==> src/hw/rtl/assert_macros.svh <==
// assertion helpers for the rtl
`ifndef ASSERT_MACROS_SVH
`define ASSERT_MACROS_SVH

// clocked assertion, off while reset is held
`define ASSERT_CLK(label, prop, msg) \
    label: assert property (@(posedge aclk) disable iff (!aresetn) (prop)) else $error(msg);

// implication whose consequent must hold in the cycle after the antecedent
`define ASSERT_NEXT(label, ante, cons, msg) \
    label: assert property (@(posedge aclk) disable iff (!aresetn) (ante) |=> (cons)) \
        else $error(msg);

`endif

==> src/hw/rtl/modexp_pkg.sv <==
package modexp_pkg;

    // operand width actually used by the arithmetic
    localparam int WIDTH   = 32;
    // width of each field on the stream ports
    localparam int FIELD_W = 32;
    localparam int CNT_W   = $clog2(WIDTH);

    typedef logic [WIDTH-1:0] opnd_t;

    typedef struct packed {
        logic busy;
        logic done;
    } mm_status_t;

endpackage

==> src/hw/rtl/modexp_mulmod.sv <==
module modexp_mulmod (
    input  logic                   aclk,
    input  logic                   aresetn,
    input  logic                   start,
    input  modexp_pkg::opnd_t      x,
    input  modexp_pkg::opnd_t      y,
    input  modexp_pkg::opnd_t      m,
    output modexp_pkg::opnd_t      product,
    output modexp_pkg::mm_status_t status
);

    modexp_pkg::opnd_t x_reg;
    modexp_pkg::opnd_t y_reg;
    modexp_pkg::opnd_t m_reg;
    modexp_pkg::opnd_t r_reg;
    modexp_pkg::opnd_t r_next;
    logic [modexp_pkg::CNT_W-1:0] cnt_reg;
    logic busy_reg;
    logic done_reg;

    logic [modexp_pkg::WIDTH:0] dbl;
    logic [modexp_pkg::WIDTH:0] sum;
    logic [modexp_pkg::WIDTH:0] m_ext;
    modexp_pkg::opnd_t          fold;
    logic                       last;

    // one multiplier bit per cycle, msb first: r = (2r + bit*y) mod m
    // y < m (or y = 1) keeps every partial below 2m, so one subtract suffices
    always_comb begin
        m_ext = {1'b0, m_reg};
        dbl   = {r_reg, 1'b0};
        if (dbl >= m_ext) begin
            fold = modexp_pkg::WIDTH'(dbl - m_ext);
        end else begin
            fold = dbl[modexp_pkg::WIDTH-1:0];
        end
        sum = {1'b0, fold} + (x_reg[modexp_pkg::WIDTH-1] ? {1'b0, y_reg} : '0);
        if (sum >= m_ext) begin
            r_next = modexp_pkg::WIDTH'(sum - m_ext);
        end else begin
            r_next = sum[modexp_pkg::WIDTH-1:0];
        end
    end

    assign last = (cnt_reg == modexp_pkg::CNT_W'(modexp_pkg::WIDTH - 1));

    always_ff @(posedge aclk) begin
        if (start) begin
            x_reg <= x;
            y_reg <= y;
            m_reg <= m;
            r_reg <= '0;
        end else if (busy_reg) begin
            x_reg <= x_reg << 1;
            r_reg <= r_next;
        end
    end

    always_ff @(posedge aclk) begin
        if (!aresetn) begin
            cnt_reg  <= '0;
            busy_reg <= 1'b0;
            done_reg <= 1'b0;
        end else begin
            done_reg <= 1'b0;
            if (start) begin
                cnt_reg  <= '0;
                busy_reg <= 1'b1;
            end else if (busy_reg) begin
                cnt_reg <= cnt_reg + 1'b1;
                if (last) begin
                    busy_reg <= 1'b0;
                    done_reg <= 1'b1;
                end
            end
        end
    end

    assign product     = r_reg;
    assign status.busy = busy_reg;
    assign status.done = done_reg;

endmodule

==> src/hw/rtl/modular_exponentiation_unit.sv <==
// Computes base^exponent mod modulus by right-to-left square-and-multiply, one item at a
// time. All products go through a bit-serial modular multiplier that retires one bit of
// its multiplier operand per cycle, and that multiplier sets the pace. After the accepting
// cycle an item loads and reduces the base. Then, for every exponent bit up to the highest
// set one, it passes a control step, a multiply when the bit is set and a square (the square
// after the highest set bit is skipped), and finally hands the result to the output
// register. A zero modulus returns 0 with bad_modulus set, a zero exponent returns 1 (even
// for modulus 1); both go straight to the output stage. A new item is taken while the
// previous result still waits in the output register.
`include "assert_macros.svh"

module modular_exponentiation_unit (
    input  logic        aclk,
    input  logic        aresetn,
    input  logic        s_tvalid,
    output logic        s_tready,
    input  logic [95:0] s_tdata,   // base [31:0], exponent [63:32], modulus [95:64]
    output logic        m_tvalid,
    input  logic        m_tready,
    output logic [31:0] m_tdata,   // power_mod [31:0]
    output logic        m_tuser    // bad_modulus [0]
);

    localparam logic [2:0] ST_IDLE = 3'd0;
    localparam logic [2:0] ST_LOAD = 3'd1;
    localparam logic [2:0] ST_RED  = 3'd2;
    localparam logic [2:0] ST_STEP = 3'd3;
    localparam logic [2:0] ST_MUL  = 3'd4;
    localparam logic [2:0] ST_SQR  = 3'd5;
    localparam logic [2:0] ST_DONE = 3'd6;

    logic [2:0] state_reg, state_next;
    modexp_pkg::opnd_t base_reg, base_next;
    modexp_pkg::opnd_t exp_reg, exp_next;
    modexp_pkg::opnd_t mod_reg, mod_next;
    modexp_pkg::opnd_t acc_reg, acc_next;
    logic bad_reg, bad_next;
    logic m_tvalid_reg, m_tvalid_next;
    logic [31:0] out_data_reg;
    logic out_bad_reg;

    logic                   mm_start;
    modexp_pkg::opnd_t      mm_x;
    modexp_pkg::opnd_t      mm_y;
    modexp_pkg::opnd_t      mm_product;
    modexp_pkg::mm_status_t mm_status;

    modexp_pkg::opnd_t in_base, in_exp, in_mod;
    logic in_xfer, out_load;
    logic in_zero_mod;
    logic mm_wait;

    assign in_base = s_tdata[modexp_pkg::WIDTH-1:0];
    assign in_exp  = s_tdata[modexp_pkg::FIELD_W +: modexp_pkg::WIDTH];
    assign in_mod  = s_tdata[2*modexp_pkg::FIELD_W +: modexp_pkg::WIDTH];
    assign in_zero_mod = (in_mod == '0);

    assign s_tready = (state_reg == ST_IDLE);
    assign in_xfer  = s_tvalid && s_tready;
    assign out_load = (state_reg == ST_DONE) && (!m_tvalid_reg || m_tready);
    assign mm_wait  = (state_reg == ST_RED) || (state_reg == ST_MUL) || (state_reg == ST_SQR);

    modexp_mulmod u_mulmod (
        .aclk    (aclk),
        .aresetn (aresetn),
        .start   (mm_start),
        .x       (mm_x),
        .y       (mm_y),
        .m       (mod_reg),
        .product (mm_product),
        .status  (mm_status)
    );

    always_comb begin
        state_next = state_reg;
        base_next  = base_reg;
        exp_next   = exp_reg;
        mod_next   = mod_reg;
        acc_next   = acc_reg;
        bad_next   = bad_reg;
        mm_start   = 1'b0;
        mm_x       = base_reg;
        mm_y       = base_reg;
        case (state_reg)
            ST_IDLE: begin
                if (in_xfer) begin
                    base_next = in_base;
                    exp_next  = in_exp;
                    mod_next  = in_mod;
                    acc_next  = modexp_pkg::WIDTH'(1);
                    bad_next  = 1'b0;
                    if (in_zero_mod) begin
                        acc_next   = '0;
                        bad_next   = 1'b1;
                        state_next = ST_DONE;
                    end else if (in_exp == '0) begin
                        state_next = ST_DONE;
                    end else begin
                        state_next = ST_LOAD;
                    end
                end
            end
            ST_LOAD: begin
                // base * 1 mod m brings the base below the modulus
                mm_start   = 1'b1;
                mm_x       = base_reg;
                mm_y       = modexp_pkg::WIDTH'(1);
                state_next = ST_RED;
            end
            ST_RED: begin
                if (mm_status.done) begin
                    base_next  = mm_product;
                    state_next = ST_STEP;
                end
            end
            ST_STEP: begin
                if (exp_reg == '0) begin
                    state_next = ST_DONE;
                end else if (exp_reg[0]) begin
                    mm_start   = 1'b1;
                    mm_x       = acc_reg;
                    mm_y       = base_reg;
                    state_next = ST_MUL;
                end else begin
                    mm_start   = 1'b1;
                    state_next = ST_SQR;
                end
            end
            ST_MUL: begin
                if (mm_status.done) begin
                    acc_next = mm_product;
                    if (exp_reg[modexp_pkg::WIDTH-1:1] == '0) begin
                        state_next = ST_DONE;
                    end else begin
                        mm_start   = 1'b1;
                        state_next = ST_SQR;
                    end
                end
            end
            ST_SQR: begin
                if (mm_status.done) begin
                    base_next  = mm_product;
                    exp_next   = exp_reg >> 1;
                    state_next = ST_STEP;
                end
            end
            ST_DONE: begin
                if (out_load) begin
                    state_next = ST_IDLE;
                end
            end
            default: begin
                state_next = ST_IDLE;
            end
        endcase
    end

    always_comb begin
        m_tvalid_next = m_tvalid_reg;
        if (out_load) begin
            m_tvalid_next = 1'b1;
        end else if (m_tready) begin
            m_tvalid_next = 1'b0;
        end
    end

    always_ff @(posedge aclk) begin
        if (!aresetn) begin
            state_reg    <= ST_IDLE;
            m_tvalid_reg <= 1'b0;
        end else begin
            state_reg    <= state_next;
            m_tvalid_reg <= m_tvalid_next;
        end
    end

    always_ff @(posedge aclk) begin
        base_reg <= base_next;
        exp_reg  <= exp_next;
        mod_reg  <= mod_next;
        acc_reg  <= acc_next;
        bad_reg  <= bad_next;
        if (out_load) begin
            out_data_reg <= 32'(acc_reg);
            out_bad_reg  <= bad_reg;
        end
    end

    assign m_tvalid = m_tvalid_reg;
    assign m_tdata  = out_data_reg;
    assign m_tuser  = out_bad_reg;

    `ASSERT_CLK(a_bad_gives_zero, !(m_tvalid && m_tuser) || (m_tdata == 32'd0), "bad data")
    `ASSERT_CLK(a_idle_mult_quiet, !s_tready || !mm_status.busy, "multiplier busy while idle")
    `ASSERT_CLK(a_done_in_wait, !mm_status.done || mm_wait, "multiplier done outside a wait")
    `ASSERT_NEXT(a_zero_mod, in_xfer && in_zero_mod, (state_reg == ST_DONE) && bad_reg, "no flag")

endmodule
==> config.mk <==
export PLATFORM = sky130hd
export DESIGN_NAME = modular_exponentiation_unit
export DESIGN_NICKNAME = d
export VERILOG_FILES = /design/src/hw/rtl/modexp_pkg.sv /design/src/hw/rtl/modexp_mulmod.sv /design/src/hw/rtl/modular_exponentiation_unit.sv
export VERILOG_INCLUDE_DIRS = /design/src /design/src/hw/rtl
export SDC_FILE = /design/constraint.sdc
export NUM_CORES = 1
export LEC_CHECK = 0
export BUFFER_PORTS_ARGS = -buffer_cell sky130_fd_sc_hd__buf_4
export CORE_MARGIN = 2
export CORE_UTILIZATION = 53
export CTS_BUF_LIST = sky130_fd_sc_hd__clkbuf_8 sky130_fd_sc_hd__clkbuf_16
export DETAILED_ROUTE_END_ITERATION = 8
export PLACE_DENSITY = 0.81
export SLEW_MARGIN = 0
export SYNTH_ARGS = -nofsm -noshare
export SYNTH_HDL_FRONTEND = slang
export SYNTH_SLANG_ARGS = --single-unit
==> constraint.sdc <==
create_clock -name aclk -period 6.03 [get_ports aclk]
set_input_delay 0 -clock aclk [delete_from_list [all_inputs] [get_ports aclk]]
set_output_delay 0 -clock aclk [all_outputs]
set_load 0.03 [all_outputs]
==> impl_metrics.toml <==
[final_layout]
drive_above_1_share_pct = 36.9
fin_cells = 2768
final_common_cell = "buf_4"
diodes = 0
final_cell_mix = "522 x buf_4, 258 x edfxtp_1, 100 x dlygate4sd3_1"
fillers = 2044
multi_input_area_um2 = 9930
syn2layout_area_growth_pct = 43.7
seq_area_um2 = 8610
final_nets = 2498

[setup_path]
crit_top_cell = "buf_4"
startpoint = "u_mulmod.m_reg[8]"
crit_path_end_kind = "flop"
slowest_stage = "edfxtp_1"
crit_required_ns = 6.53
cpPeakStageDelay_ns = 0.43
arrival_ns = 7.43
crit_type = "flop to flop"
crit_path_max_fanout = 7
cp-start-kind = "flop"
rr_startpoint = "u_mulmod.m_reg[8]"

[drt]
wl_met1_mm = 24.7
via_count = 16800
first_iter_violations = 2032
viasPerCell = 6.08
routed.top_layer = "met4"
wire_per_inst_um = 21.9
drtPass1Iterations = 5
dr_wl_met2_mm = 28.0
drt-total-wl_mm = 60.5
drc = 0
wl_met3_mm = 4.92
ant_nets = 0

[grt]
grt_pass1_wl_mm = 91.4
grt_pass1_vias = 16900
grtUsageTotal_pct = 32.9
grt-ovfl-total = 0
antenna_found_initial = 0
grt_max_degree = 65

[clock_tree]
clk_pin_slew_ns = 0.08
cts_tree = "yes"
htree_levels = 1
clock_latency_ns = 0.59
clock_path_buffers = 3
cts.sinks = 301
clockRootBuffer = "clkbuf_16"
cts_buffers = 30

[outcome]
violations = "negative setup slack"
status = "complete, but fails checks"

[min_path]
worstHoldStart = "s_tdata[74]"
worstHoldPathType = "primary input to flop"

[timing]
worst_slack_ns = -0.898
hold_ws_ns = 0.146
hold_violations = 0
skew_ns = 0.0206
fmaxAchievable_ghz = 0.144
finalCriticalPeriod_ns = 6.93
worst_pin_slew_ns = 1.16
setup_viol = 32
tns_ns = -23.49
slew_viol_final = 0
rsz0062_at_grt = "true"
slew_headroom_pct = 22.9
fin_crit_sh_pct = 115

[floorplan]
io_pins = 135
fp.dieArea_um2 = 35200
row_count = 67
initial_core_util_pct = 53.6
die_x_um = 188
die_h_um = 188
coreArea_um2 = 33400

[power]
total_power_w = 0.0178
powerDensity_nw_per_um2 = 693
ir_drop_v = 0.000437
p_leak_nw = 11.0

[yosys]
synthesis.area_um2 = 17900
synth_nets = 1899
async_flop_share_pct = 0
ys.flop_type = "edfxtp_1"
synth-seq-cells = 301
synth_edf_count = 258
yosysSeqAreaShare_pct = 48.2
synth_cell_types = 73
yosysWarnings = 0
syn_inst = 1698
avgSynthCellArea_um2 = 10.5

[place]
io_buffers = 134
placed_cells = 2560
gp_congestion = 0.953
hpwlAfterDp_mm = 38.9

[run]
maxCapViolations = 0
==> Yosys cell counts, drive strengths merged (15+ instances only) <==
cell type / count / share of area, %
a211oi: 19 / 0.80
a21o: 39 / 1.6
a21oi: 95 / 2.7
a31oi: 41 / 1.5
and2: 45 / 1.6
and3: 50 / 1.8
clkbuf: 71 / 1.5
dfxtp: 43 / 4.8
edfxtp: 258 / 43
ha: 98 / 6.9
inv: 72 / 1.5
mux2: 81 / 5.1
mux2i: 34 / 1.9
nand2: 96 / 2.0
nand3: 58 / 1.6
nand4: 23 / 0.81
nor2: 85 / 1.8
nor2b: 44 / 1.5
nor3: 34 / 0.95
nor4: 28 / 0.98
o21ai: 136 / 3.8
o31ai: 15 / 0.63
xnor2: 51 / 2.5
xor2: 25 / 1.2
==> layer usage <==
layer	GRT usage, %	up-vias
met5	0	-
met4	12.1	0
met3	4.47	200
met2	54.2	966
met1	44.5	8079
li1	-	7586
==> path summary, 6_finish.rpt <==
kind                                        endpoint  slack (ns)  cells past startpoint
worst max-delay path            u_mulmod.product[25]       -0.90                     30
worst min-delay path                     mod_reg[10]        0.15                      2
worst max register to register  u_mulmod.product[25]       -0.90                     30
worst min register to register    u_mulmod.m_reg[28]        0.41                      0
==> cell families (layout without fill, tap and decap cells) <==
family,Yosys count,count (layout),share of synthesized area [%]
buffers and inverters,153,775,3.34
AOI/OAI and AO/OA,447,447,15.9
muxes,115,115,7.01
DFF,301,301,48.2
xor gates and xnor gates,76,76,3.72
adders and majority gates,101,101,7.20
and+or+nand+nor,505,505,14.7
==> layout make-up <==
type	count	area share [%]
inverter	72	1.05
multi-input combinational	1244	38.6
clock buffer	30	2.92
timing repair buffer	648	20.8
tap	448	2.18
sequential	301	33.5
clock inverter	25	0.843
==> timing repair <==
action | CTS | global route
hold endpoints to repair | 107 | 0
cloned | 5 | 2
setup endpoints to repair | 32 | 32
setup buffers | 28 | 18
pin swaps | 54 | 95
hold buffers | 100 | 0
gates resized for setup | 82 | 111
==> power breakdown <==
group          total, W  internal (W)  switching, W
Sequential      0.00290       0.00272      0.000179
Combinational    0.0130       0.00626       0.00677
Clock           0.00188       0.00104      0.000839
Total            0.0178        0.0100       0.00779
==> metrics by stage <==
step                area (µm²)  utilization [%]  setup slack [ns]
floorplan                18300                -            -0.150
global placement         22200             66.6            -0.677
detailed placement       22200             66.6            -0.753
CTS                      24900             74.7            -0.520
global route             25700             77.0             -1.11
finish                   25700             77.0            -0.898
==> worst max-delay path: cells and delay by family (launching register included) <==
| family | cells | cell delay, ns |
|---|---|---|
| and+or+nand+nor | 6 | 1.09 |
| muxes | 1 | 0.31 |
| xor gates and xnor gates | 1 | 0.16 |
| buffers and inverters | 5 | 0.71 |
| adders and majority gates | 3 | 0.79 |
| DFF | 1 | 0.43 |
| AOI/OAI and AO/OA | 14 | 3.34 |
Note: power is estimated with default switching activity, not from simulation.
